**src/sv/lfps_pkg.sv**
```systemverilog
// Shared types, constants and codes for the line-follow PID steering block.
// No dependencies; every other file of the block imports this package.
package lfps_pkg;

    localparam int ADC_BITS  = 10;
    localparam int THR_BITS  = 10;
    localparam int CMP_W     = (ADC_BITS > THR_BITS) ? ADC_BITS : THR_BITS;
    localparam int NUM_LANES = 7;
    localparam int WT_W      = 5;

    typedef logic signed [WT_W-1:0] t_wt;

    // Lane order: outer left, inner left, middle, inner right, outer right,
    // left arm, right arm.
    localparam t_wt LANE_WT [NUM_LANES] = '{
        -5'sd4, -5'sd2, 5'sd0, 5'sd2, 5'sd4, -5'sd6, 5'sd6
    };

    typedef struct packed {
        logic [THR_BITS-1:0] threshold;
        logic [6:0]          gain_p;
        logic [6:0]          gain_i;
        logic [6:0]          gain_d;
        logic [6:0]          integ_lim;
        logic [9:0]          out_lim;
    } t_cfg;

    typedef enum logic [2:0] {
        CFG_THRESHOLD = 3'd0,
        CFG_GAIN_P    = 3'd1,
        CFG_GAIN_I    = 3'd2,
        CFG_GAIN_D    = 3'd3,
        CFG_INTEG_LIM = 3'd4,
        CFG_OUT_LIM   = 3'd5
    } t_cfg_idx;

    typedef enum logic [1:0] {
        S_IDLE,
        S_SCAN,
        S_DIV,
        S_PID
    } t_state;

    localparam logic [THR_BITS-1:0] RST_THRESHOLD = 10'd512;
    localparam logic [6:0]          RST_GAIN_P    = 7'd20;
    localparam logic [6:0]          RST_GAIN_I    = 7'd0;
    localparam logic [6:0]          RST_GAIN_D    = 7'd5;
    localparam logic [6:0]          RST_INTEG_LIM = 7'd10;
    localparam logic [9:0]          RST_OUT_LIM   = 10'd100;

endpackage

```
**src/sv/lfps_lane.sv**
```systemverilog
// One sensor lane: threshold compare and weight gating.
// Depends on lfps_pkg.
module lfps_lane
    import lfps_pkg::*;
(
    input  logic [ADC_BITS-1:0] i_sample,
    input  logic [THR_BITS-1:0] i_threshold,
    input  t_wt                 i_weight,
    output logic                o_on,
    output t_wt                 o_wt
);

    always_comb begin
        o_on = (CMP_W'(i_sample) <= CMP_W'(i_threshold));
        o_wt = o_on ? i_weight : '0;
    end

endmodule

```
**src/sv/lfps_merge.sv**
```systemverilog
// Merge stage: sums lane weights and counts lanes on the line.
// Depends on lfps_pkg.
module lfps_merge
    import lfps_pkg::*;
(
    input  logic [NUM_LANES-1:0] i_on,
    input  t_wt                  i_wt [NUM_LANES],
    output t_wt                  o_sum,
    output logic [2:0]           o_cnt
);

    always_comb begin
        o_sum = '0;
        o_cnt = '0;
        for (int k = 0; k < NUM_LANES; k++) begin
            o_sum = o_sum + i_wt[k];
            o_cnt = o_cnt + {2'b00, i_on[k]};
        end
    end

endmodule

```
**src/sv/lfps_div.sv**
```systemverilog
// Restoring divider, one quotient bit per cycle: 4-bit magnitude by 3-bit count.
// Depends on lfps_pkg.
module lfps_div
    import lfps_pkg::*;
(
    input  logic       i_clk,
    input  logic       i_rst_n,
    input  logic       i_start,
    input  logic [3:0] i_dividend,
    input  logic [2:0] i_divisor,
    output logic       o_busy,
    output logic [3:0] o_quot
);

    logic       r_busy;
    logic [1:0] r_step;
    logic [3:0] r_dvd;
    logic [2:0] r_rem;
    logic [2:0] r_dsr;
    logic [3:0] rem_sh;
    logic       ge;
    logic [3:0] rem_sub;

    always_comb begin
        rem_sh  = {r_rem, r_dvd[3]};
        ge      = (rem_sh >= {1'b0, r_dsr});
        rem_sub = rem_sh - {1'b0, r_dsr};
    end

    always_ff @(posedge i_clk) begin
        if (!i_rst_n) begin
            r_busy <= 1'b0;
            r_step <= '0;
        end else if (i_start) begin
            r_busy <= 1'b1;
            r_step <= '0;
        end else if (r_busy) begin
            r_step <= r_step + 2'd1;
            if (r_step == 2'd3) begin
                r_busy <= 1'b0;
            end
        end
    end

    always_ff @(posedge i_clk) begin
        if (i_start) begin
            r_dvd <= i_dividend;
            r_dsr <= i_divisor;
            r_rem <= '0;
        end else if (r_busy) begin
            r_dvd <= {r_dvd[2:0], ge};
            r_rem <= ge ? rem_sub[2:0] : rem_sh[2:0];
        end
    end

    assign o_busy = r_busy;
    assign o_quot = r_dvd;

endmodule

```
**src/sv/lfps_pid.sv**
```systemverilog
// PID sequencer: integral update, three multiply-accumulates on one shared
// multiplier, then output saturation. Depends on lfps_pkg.
module lfps_pid
    import lfps_pkg::*;
(
    input  logic               i_clk,
    input  logic               i_rst_n,
    input  logic               i_start,
    input  logic signed [3:0]  i_err,
    input  logic signed [3:0]  i_prev,
    input  logic signed [7:0]  i_integ,
    input  t_cfg               i_cfg,
    output logic               o_busy,
    output logic signed [10:0] o_drive,
    output logic signed [7:0]  o_integ
);

    logic               r_busy;
    logic [2:0]         r_ph;
    logic signed [3:0]  r_e;
    logic signed [4:0]  r_dif;
    logic signed [7:0]  r_int;
    logic signed [16:0] r_acc;
    logic signed [10:0] r_drive;

    logic [6:0]         mul_a;
    logic signed [7:0]  mul_b;
    logic signed [15:0] prod;
    logic signed [8:0]  int_sum;
    logic signed [8:0]  int_lim;
    logic signed [7:0]  int_nx;
    logic signed [16:0] out_lim;
    logic signed [10:0] drive_nx;

    always_comb begin
        case (r_ph)
            3'd1: begin
                mul_a = i_cfg.gain_p;
                mul_b = {{4{r_e[3]}}, r_e};
            end
            3'd2: begin
                mul_a = i_cfg.gain_i;
                mul_b = r_int;
            end
            3'd3: begin
                mul_a = i_cfg.gain_d;
                mul_b = {{3{r_dif[4]}}, r_dif};
            end
            default: begin
                mul_a = '0;
                mul_b = '0;
            end
        endcase
        prod = $signed({1'b0, mul_a}) * mul_b;

        int_sum = {r_int[7], r_int} + {{5{r_e[3]}}, r_e};
        int_lim = {2'b00, i_cfg.integ_lim};
        if (int_sum > int_lim) begin
            int_nx = int_lim[7:0];
        end else if (int_sum < -int_lim) begin
            int_nx = 8'(-int_lim);
        end else begin
            int_nx = int_sum[7:0];
        end

        out_lim = {7'b0, i_cfg.out_lim};
        if (r_acc > out_lim) begin
            drive_nx = out_lim[10:0];
        end else if (r_acc < -out_lim) begin
            drive_nx = 11'(-out_lim);
        end else begin
            drive_nx = r_acc[10:0];
        end
    end

    always_ff @(posedge i_clk) begin
        if (!i_rst_n) begin
            r_busy <= 1'b0;
            r_ph   <= '0;
        end else if (i_start) begin
            r_busy <= 1'b1;
            r_ph   <= '0;
        end else if (r_busy) begin
            r_ph <= r_ph + 3'd1;
            if (r_ph == 3'd4) begin
                r_busy <= 1'b0;
            end
        end
    end

    always_ff @(posedge i_clk) begin
        if (i_start) begin
            r_e   <= i_err;
            r_dif <= {i_err[3], i_err} - {i_prev[3], i_prev};
            r_int <= i_integ;
        end else if (r_busy) begin
            case (r_ph)
                3'd0: r_int <= int_nx;
                3'd1: r_acc <= {prod[15], prod};
                3'd2: r_acc <= r_acc + {prod[15], prod};
                3'd3: r_acc <= r_acc + {prod[15], prod};
                3'd4: r_drive <= drive_nx;
                default: r_acc <= r_acc;
            endcase
        end
    end

    assign o_busy  = r_busy;
    assign o_drive = r_drive;
    assign o_integ = r_int;

endmodule

```
**src/sv/line_follow_pid_steer.sv**
```systemverilog
// Top level of the line-follow PID steering block.
// Depends on lfps_pkg, lfps_lane, lfps_merge, lfps_div and lfps_pid.
//
// Usage:
//   Input channel (i_in_valid / o_in_ready) takes one beat per sensor scan:
//   seven ADC samples, one per sensor. Output channel (o_out_valid /
//   i_out_ready) returns one beat per scan: saturated drive, the position
//   error used and the number of sensors on the line.
//   Configuration channel (i_cfg_valid / o_cfg_ready) writes one register
//   per beat: index 0 threshold, 1 gain_p, 2 gain_i, 3 gain_d,
//   4 integral_limit, 5 output_limit; other indexes are dropped. Write it
//   only while no scan is in flight.
//   Scans do not overlap: the next input beat is taken only after the
//   previous scan has committed; the four-step divider and the five-phase
//   PID sequencer with its single shared multiplier run in turn.
//   A finished result waits in the output register; the next scan is taken
//   meanwhile and, if the receiver still stalls, holds at the commit point
//   until the output register frees up.
//   Reset (i_rst_n low, synchronous): restore register defaults, clear the
//   last error and the integral, drop any scan in flight.
module line_follow_pid_steer
    import lfps_pkg::*;
(
    input  logic                i_clk,
    input  logic                i_rst_n,

    input  logic                i_cfg_valid,
    output logic                o_cfg_ready,
    input  logic [2:0]          i_cfg_index,
    input  logic [9:0]          i_cfg_data,

    input  logic                i_in_valid,
    output logic                o_in_ready,
    input  logic [ADC_BITS-1:0] i_sample_outer_left,
    input  logic [ADC_BITS-1:0] i_sample_inner_left,
    input  logic [ADC_BITS-1:0] i_sample_middle,
    input  logic [ADC_BITS-1:0] i_sample_inner_right,
    input  logic [ADC_BITS-1:0] i_sample_outer_right,
    input  logic [ADC_BITS-1:0] i_sample_left_arm,
    input  logic [ADC_BITS-1:0] i_sample_right_arm,

    output logic                o_out_valid,
    input  logic                i_out_ready,
    output logic signed [10:0]  o_drive,
    output logic signed [3:0]   o_position_error,
    output logic [2:0]          o_sensors_on
);

    t_cfg               r_cfg;
    t_state             r_state;
    t_state             n_state;

    logic [ADC_BITS-1:0] r_smp [NUM_LANES];
    logic                r_neg;
    logic [2:0]          r_cnt;
    logic signed [3:0]   r_err;
    logic signed [3:0]   r_last;
    logic signed [7:0]   r_integ;

    logic                r_out_valid;
    logic signed [10:0]  r_out_drive;
    logic signed [3:0]   r_out_err;
    logic [2:0]          r_out_cnt;

    logic                lane_on [NUM_LANES];
    logic [NUM_LANES-1:0] on_vec;
    t_wt                 lane_wt [NUM_LANES];
    t_wt                 sum;
    logic [2:0]          cnt;
    logic [3:0]          sum_mag;

    logic                div_start;
    logic                div_busy;
    logic [3:0]          div_quot;
    logic signed [3:0]   err_nx;

    logic                pid_start;
    logic                pid_busy;
    logic signed [10:0]  pid_drive;
    logic signed [7:0]   pid_integ;

    logic                in_take;
    logic                out_free;
    logic                commit;

    // Always taken; user must make writes land between scans, not enforced.
    assign o_cfg_ready = 1'b1;

    always_ff @(posedge i_clk) begin
        if (!i_rst_n) begin
            r_cfg.threshold <= RST_THRESHOLD;
            r_cfg.gain_p    <= RST_GAIN_P;
            r_cfg.gain_i    <= RST_GAIN_I;
            r_cfg.gain_d    <= RST_GAIN_D;
            r_cfg.integ_lim <= RST_INTEG_LIM;
            r_cfg.out_lim   <= RST_OUT_LIM;
        end else if (i_cfg_valid) begin
            case (i_cfg_index)
                CFG_THRESHOLD: r_cfg.threshold <= i_cfg_data[THR_BITS-1:0];
                CFG_GAIN_P:    r_cfg.gain_p    <= i_cfg_data[6:0];
                CFG_GAIN_I:    r_cfg.gain_i    <= i_cfg_data[6:0];
                CFG_GAIN_D:    r_cfg.gain_d    <= i_cfg_data[6:0];
                CFG_INTEG_LIM: r_cfg.integ_lim <= i_cfg_data[6:0];
                CFG_OUT_LIM:   r_cfg.out_lim   <= i_cfg_data;
                default:       r_cfg           <= r_cfg;
            endcase
        end
    end

    // Capture the scan on the input beat; lanes work from these copies.
    assign o_in_ready = (r_state == S_IDLE);
    assign in_take    = i_in_valid && o_in_ready;

    always_ff @(posedge i_clk) begin
        if (in_take) begin
            r_smp[0] <= i_sample_outer_left;
            r_smp[1] <= i_sample_inner_left;
            r_smp[2] <= i_sample_middle;
            r_smp[3] <= i_sample_inner_right;
            r_smp[4] <= i_sample_outer_right;
            r_smp[5] <= i_sample_left_arm;
            r_smp[6] <= i_sample_right_arm;
        end
    end

    // Seven lanes compare in parallel, the merge stage reduces them.
    for (genvar g = 0; g < NUM_LANES; g++) begin : g_lane
        lfps_lane u_lane (
            .i_sample    (r_smp[g]),
            .i_threshold (r_cfg.threshold),
            .i_weight    (LANE_WT[g]),
            .o_on        (lane_on[g]),
            .o_wt        (lane_wt[g])
        );
        assign on_vec[g] = lane_on[g];
    end

    lfps_merge u_merge (
        .i_on  (on_vec),
        .i_wt  (lane_wt),
        .o_sum (sum),
        .o_cnt (cnt)
    );

    // Divide the magnitude, then put the sign back: truncation toward zero.
    assign sum_mag   = sum[WT_W-1] ? 4'(-sum) : sum[3:0];
    assign div_start = (r_state == S_SCAN);

    lfps_div u_div (
        .i_clk      (i_clk),
        .i_rst_n    (i_rst_n),
        .i_start    (div_start),
        .i_dividend (sum_mag),
        .i_divisor  (cnt),
        .o_busy     (div_busy),
        .o_quot     (div_quot)
    );

    always_ff @(posedge i_clk) begin
        if (div_start) begin
            r_neg <= sum[WT_W-1];
            r_cnt <= cnt;
        end
    end

    // No sensor on the line: hold the previous error.
    always_comb begin
        if (r_cnt == 3'd0) begin
            err_nx = r_last;
        end else if (r_neg) begin
            err_nx = -$signed(div_quot);
        end else begin
            err_nx = $signed(div_quot);
        end
    end

    assign pid_start = (r_state == S_DIV) && !div_busy;

    lfps_pid u_pid (
        .i_clk   (i_clk),
        .i_rst_n (i_rst_n),
        .i_start (pid_start),
        .i_err   (err_nx),
        .i_prev  (r_last),
        .i_integ (r_integ),
        .i_cfg   (r_cfg),
        .o_busy  (pid_busy),
        .o_drive (pid_drive),
        .o_integ (pid_integ)
    );

    always_ff @(posedge i_clk) begin
        if (pid_start) begin
            r_err <= err_nx;
        end
    end

    // Commit when the PID is done and the output register can take the beat.
    assign out_free = !r_out_valid || i_out_ready;
    assign commit   = (r_state == S_PID) && !pid_busy && out_free;

    always_comb begin
        n_state = r_state;
        case (r_state)
            S_IDLE:  if (in_take) n_state = S_SCAN;
            S_SCAN:  n_state = S_DIV;
            S_DIV:   if (!div_busy) n_state = S_PID;
            S_PID:   if (commit) n_state = S_IDLE;
            default: n_state = S_IDLE;
        endcase
    end

    always_ff @(posedge i_clk) begin
        if (!i_rst_n) begin
            r_state <= S_IDLE;
        end else begin
            r_state <= n_state;
        end
    end

    // Loop state advances only on commit, so a stalled scan changes nothing.
    always_ff @(posedge i_clk) begin
        if (!i_rst_n) begin
            r_last  <= '0;
            r_integ <= '0;
        end else if (commit) begin
            r_last  <= r_err;
            r_integ <= pid_integ;
        end
    end

    always_ff @(posedge i_clk) begin
        if (!i_rst_n) begin
            r_out_valid <= 1'b0;
        end else if (commit) begin
            r_out_valid <= 1'b1;
        end else if (i_out_ready) begin
            r_out_valid <= 1'b0;
        end
    end

    always_ff @(posedge i_clk) begin
        if (commit) begin
            r_out_drive <= pid_drive;
            r_out_err   <= r_err;
            r_out_cnt   <= r_cnt;
        end
    end

    assign o_out_valid      = r_out_valid;
    assign o_drive          = r_out_drive;
    assign o_position_error = r_out_err;
    assign o_sensors_on     = r_out_cnt;

endmodule

```
**config.mk**
```make
export PLATFORM = sky130hd
export DESIGN_NAME = line_follow_pid_steer
export DESIGN_NICKNAME = d
export VERILOG_FILES = /design/src/sv/lfps_pkg.sv /design/src/sv/lfps_lane.sv /design/src/sv/lfps_merge.sv /design/src/sv/lfps_div.sv /design/src/sv/lfps_pid.sv /design/src/sv/line_follow_pid_steer.sv
export SDC_FILE = /design/constraint.sdc
export NUM_CORES = 1
export LEC_CHECK = 0
export BUFFER_PORTS_ARGS = -buffer_cell sky130_fd_sc_hd__buf_2
export CORE_MARGIN = 2
export CORE_UTILIZATION = 60
export DETAILED_ROUTE_END_ITERATION = 12
export PLACE_DENSITY = 0.77
export SLEW_MARGIN = 25
export SYNTH_ARGS = -nofsm -noshare
export SYNTH_HDL_FRONTEND = slang
export SYNTH_SLANG_ARGS = --single-unit
export TNS_END_PERCENT = 5
```
**constraint.sdc**
```tcl
create_clock -name i_clk -period 15 [get_ports i_clk]
set_input_delay 1.5 -clock i_clk [delete_from_list [all_inputs] [get_ports i_clk]]
set_output_delay 1.5 -clock i_clk [all_outputs]
set_load 0.02 [all_outputs]
```
==> qor.yml <==
yosys.area.top_type: "edfxtp_1"
p_leak_nw: 7.15
finalCritPeriodShare_pct: 49.4
fp-row-count: 57
clkPwrFrac_pct: 21.5
grt_pass1_wl_um: 54000
yosysWarnings: 0
antenna_found_initial: 1
period_needed_ns: 7.40
clkTransAtPathRegs_ns: 0.06
grt_use_total_pct: 25.7
peakVddDrop_mv: 0.157
syn_area_per_cell_um2: 10.1
seq_power_share_pct: 34.6
worst_path_max_delay_cell: "nor2b_1"
dieArea_mm2: 0.0258
port-buffer-count: 107
slew_violations: 0
cts_buffers: 23
ys.flop_type: "edfxtp_1"
netlist.area_leader.share_pct: 28.7
synth_common_cells: "ha_1, inv_1, edfxtp_1, nand2_1, nor2_1"
syn_to_final_growth_pct: 11.2
die_y_um: 161
required_ns: 15.38
powerDensity_mw_per_mm2: 155
stdcell_area_mm2: 0.0164
wl_per_cell_um: 17.2
root_buffer: "clkbuf_16"
cts_tree: "done"
first_pass_iters: 7
syn_area_mm2: 0.0147
fmax_mhz: 135
highest_layer: "met4"
ant_nets: 0
dpl_cell_area_mm2: 0.0156
synthCells: 1453
whs_ns: 0.419
cts_repair_resize_count: 0
insertion_delay_ns: 0.52
critPathCaptureType: "flip-flop"
tightest_slew_ns: 1.01
core_mm2: 0.0242
clock_path_buffers: 3
status: "completed"
max_stage_delay_ns: 0.79
postLayoutCoreUtil_pct: 67.6
internal_power_mw: 1.60
fin_nets: 1894
power.switching_mw: 0.943
gp_congestion: 0.902
clkSinkCount: 214
dp_hpwl_um: 24900
finalWirelength_um: 32600
setup_viol: 0
layout.cells.non_filler: 1901
cts_setup_buffers: 0
io_pins: 109
fin_tns_setup_ns: 0
drc: 0
dr_wl_met3_um: 1730
p_total_mw: 2.54
crit_arrival_ns: 7.79
synthesis.nets: 1788
die_x_um: 161
worst-setup-path-type: "flip-flop to flip-flop"
ctsHoldBuffers: 0
synth_most_common_cell: "ha_1"
synth_edf_count: 141
p_sw_share_pct: 37.1
setup_slack_ns: 7.60
cts-htree-levels: 1
startpoint_type: "flip-flop"
synth_seq_cells: 214
drtIter0Drc: 709
avgViaCountPerCell: 5.77
clock_skew_ns: 0.0152
critPathMaxFanout: 15
ys_async_sr_fraction_pct: 0
relSlewSlack_pct: 32.5
maxCapViolCount: 0
gr-total-overflow: 0
start_util_pct: 60.8
rsz0062_at_grt: "no"
dp.cells: 1854
ys_seq_area_share_pct: 38.6
hold_viol_final: 0
hold_class: "flip-flop to flip-flop"
grt_max_degree: 71
drive_gt1_share_pct: 11.9
grt_pass1_vias: 11100
synthTopCellsByArea: "edfxtp_1, ha_1, dfxtp_1"
num_vias: 11000
p_comb_share_pct: 43.9
path_cells: "ha_1, nor2b_1, a222oi_1, or2_2, fa_1, fa_1, inv_1, fa_1, inv_1, fa_1, inv_1, ha_1, a21o_1, nand2_1, nand3b_1, xnor2_1, ha_1, a21o_1, a21oi_1, a21boi_0, a2bb2oi_1, a22o_1, or4_1, nand4_1"
met2_length_um: 16000
wl_met1_um: 13800
critical_path.most_common_cell: "fa_1"
yosysUniqueCellTypes: 67
place_ws_ns: 7.52
==> registers in the layout (all words and copies together), names as in the netlist, 4 cells and up <==
signal,count
r_smp,70
u_pid.o_drive,11
r_cfg,48
r_last,4
u_pid.r_acc,17
o_drive,11
u_pid.o_integ,8
r_integ,8
r_err,4
u_div.o_quot,4
o_position_error,4
u_pid.r_dif,5
==> power groups by stage <==
stage	Combinational [mW]	Sequential, mW	Clock (mW)
2_1_floorplan	0.873	0.861	0
3_3_place_gp	1.06	0.887	0
3_5_place_dp	1.11	0.890	0
4_1_cts	1.12	0.878	0.556
5_1_grt	1.28	0.888	0.577
6_report	1.12	0.880	0.547
==> worst max-delay path: cells and delay by family, from the launching register on <==
kind | cells | cell delay (ns)
AO/OA/AOI/OAI | 7 | 1.66
XOR/XNOR | 1 | 0.21
adder cells (fa/ha/maj) | 7 | 2.95
buffers and inverters | 3 | 0.14
flip-flops | 1 | 0.41
AND/OR/NAND/NOR | 6 | 1.89
==> placed cells by master, fill, tap and decap left out, types with 5 or more instances in the layout <==
cell	netlist	layout
a211oi_1	12	12
a21boi_0	30	30
a21o_1	37	37
a21oi_1	72	72
a222oi_1	11	11
a2bb2oi_1	8	8
a31oi_1	11	10
and2_1	12	11
and3_1	6	6
buf_2	4	107
buf_4	1	9
clkbuf_16	0	24
clkbuf_2	0	5
dfxtp_1	73	73
edfxtp_1	141	141
fa_1	43	43
ha_1	204	204
inv_1	152	152
mux2i_1	45	45
nand2_1	120	120
nand2b_1	15	15
nand3_1	24	24
nand4_1	21	21
nor2_1	109	109
nor2b_1	49	47
nor3_1	18	18
o211ai_1	9	9
o21a_1	12	12
o21ai_0	38	38
o21bai_1	5	5
o22ai_1	10	9
o31ai_1	9	9
or2_2	12	12
xnor2_1	40	40
xor2_1	14	14
==> final timing paths <==
kind / slack, ns / cells after the start / from / end
worst max-delay path: 7.60 / 24 / u_pid.r_ph[0]$_SDFFE_PP0P_ / u_pid.r_acc[15]$_DFFE_PP_
worst min-delay path: 0.42 / 0 / u_pid.o_drive[3]$_DFFE_PP_ / o_drive[3]$_DFFE_PP_
worst max register to register: 7.60 / 24 / u_pid.r_ph[0]$_SDFFE_PP0P_ / u_pid.r_acc[15]$_DFFE_PP_
worst min register to register: 0.42 / 0 / u_pid.o_drive[3]$_DFFE_PP_ / o_drive[3]$_DFFE_PP_
==> kinds of logic after synthesis <==
logic type      Yosys count  synth area share [%]
buf+inv                 192                  5.03
flops                   214                  38.6
xor+xnor                 54                  3.21
other cells               1                0.0254
compound gates          292                  13.4
fa+ha+maj               247                  23.2
simple gates            404                  13.1
mux                      49                  3.38
==> per-layer routing <==
layer  vias to the layer above  global-route usage, %
met5                         -                      0
met4                         0                   8.12
met3                        64                   3.02
met2                       320                   46.1
met1                      5199                   32.4
li1                       5382                      -
==> final cells by class <==
class | count | area [um2]
Timing Repair Buffer | 120 | 646
Inverter | 153 | 574
Clock buffer | 34 | 681
Clock inverter | 8 | 53.8
Antenna cell | 1 | 2.50
Fill cell | 1868 | 7860
Tap cell | 324 | 405
Multi-Input combinational cell | 1047 | 8330
Sequential cell | 214 | 5700
Power figures use the tool's default switching activity.
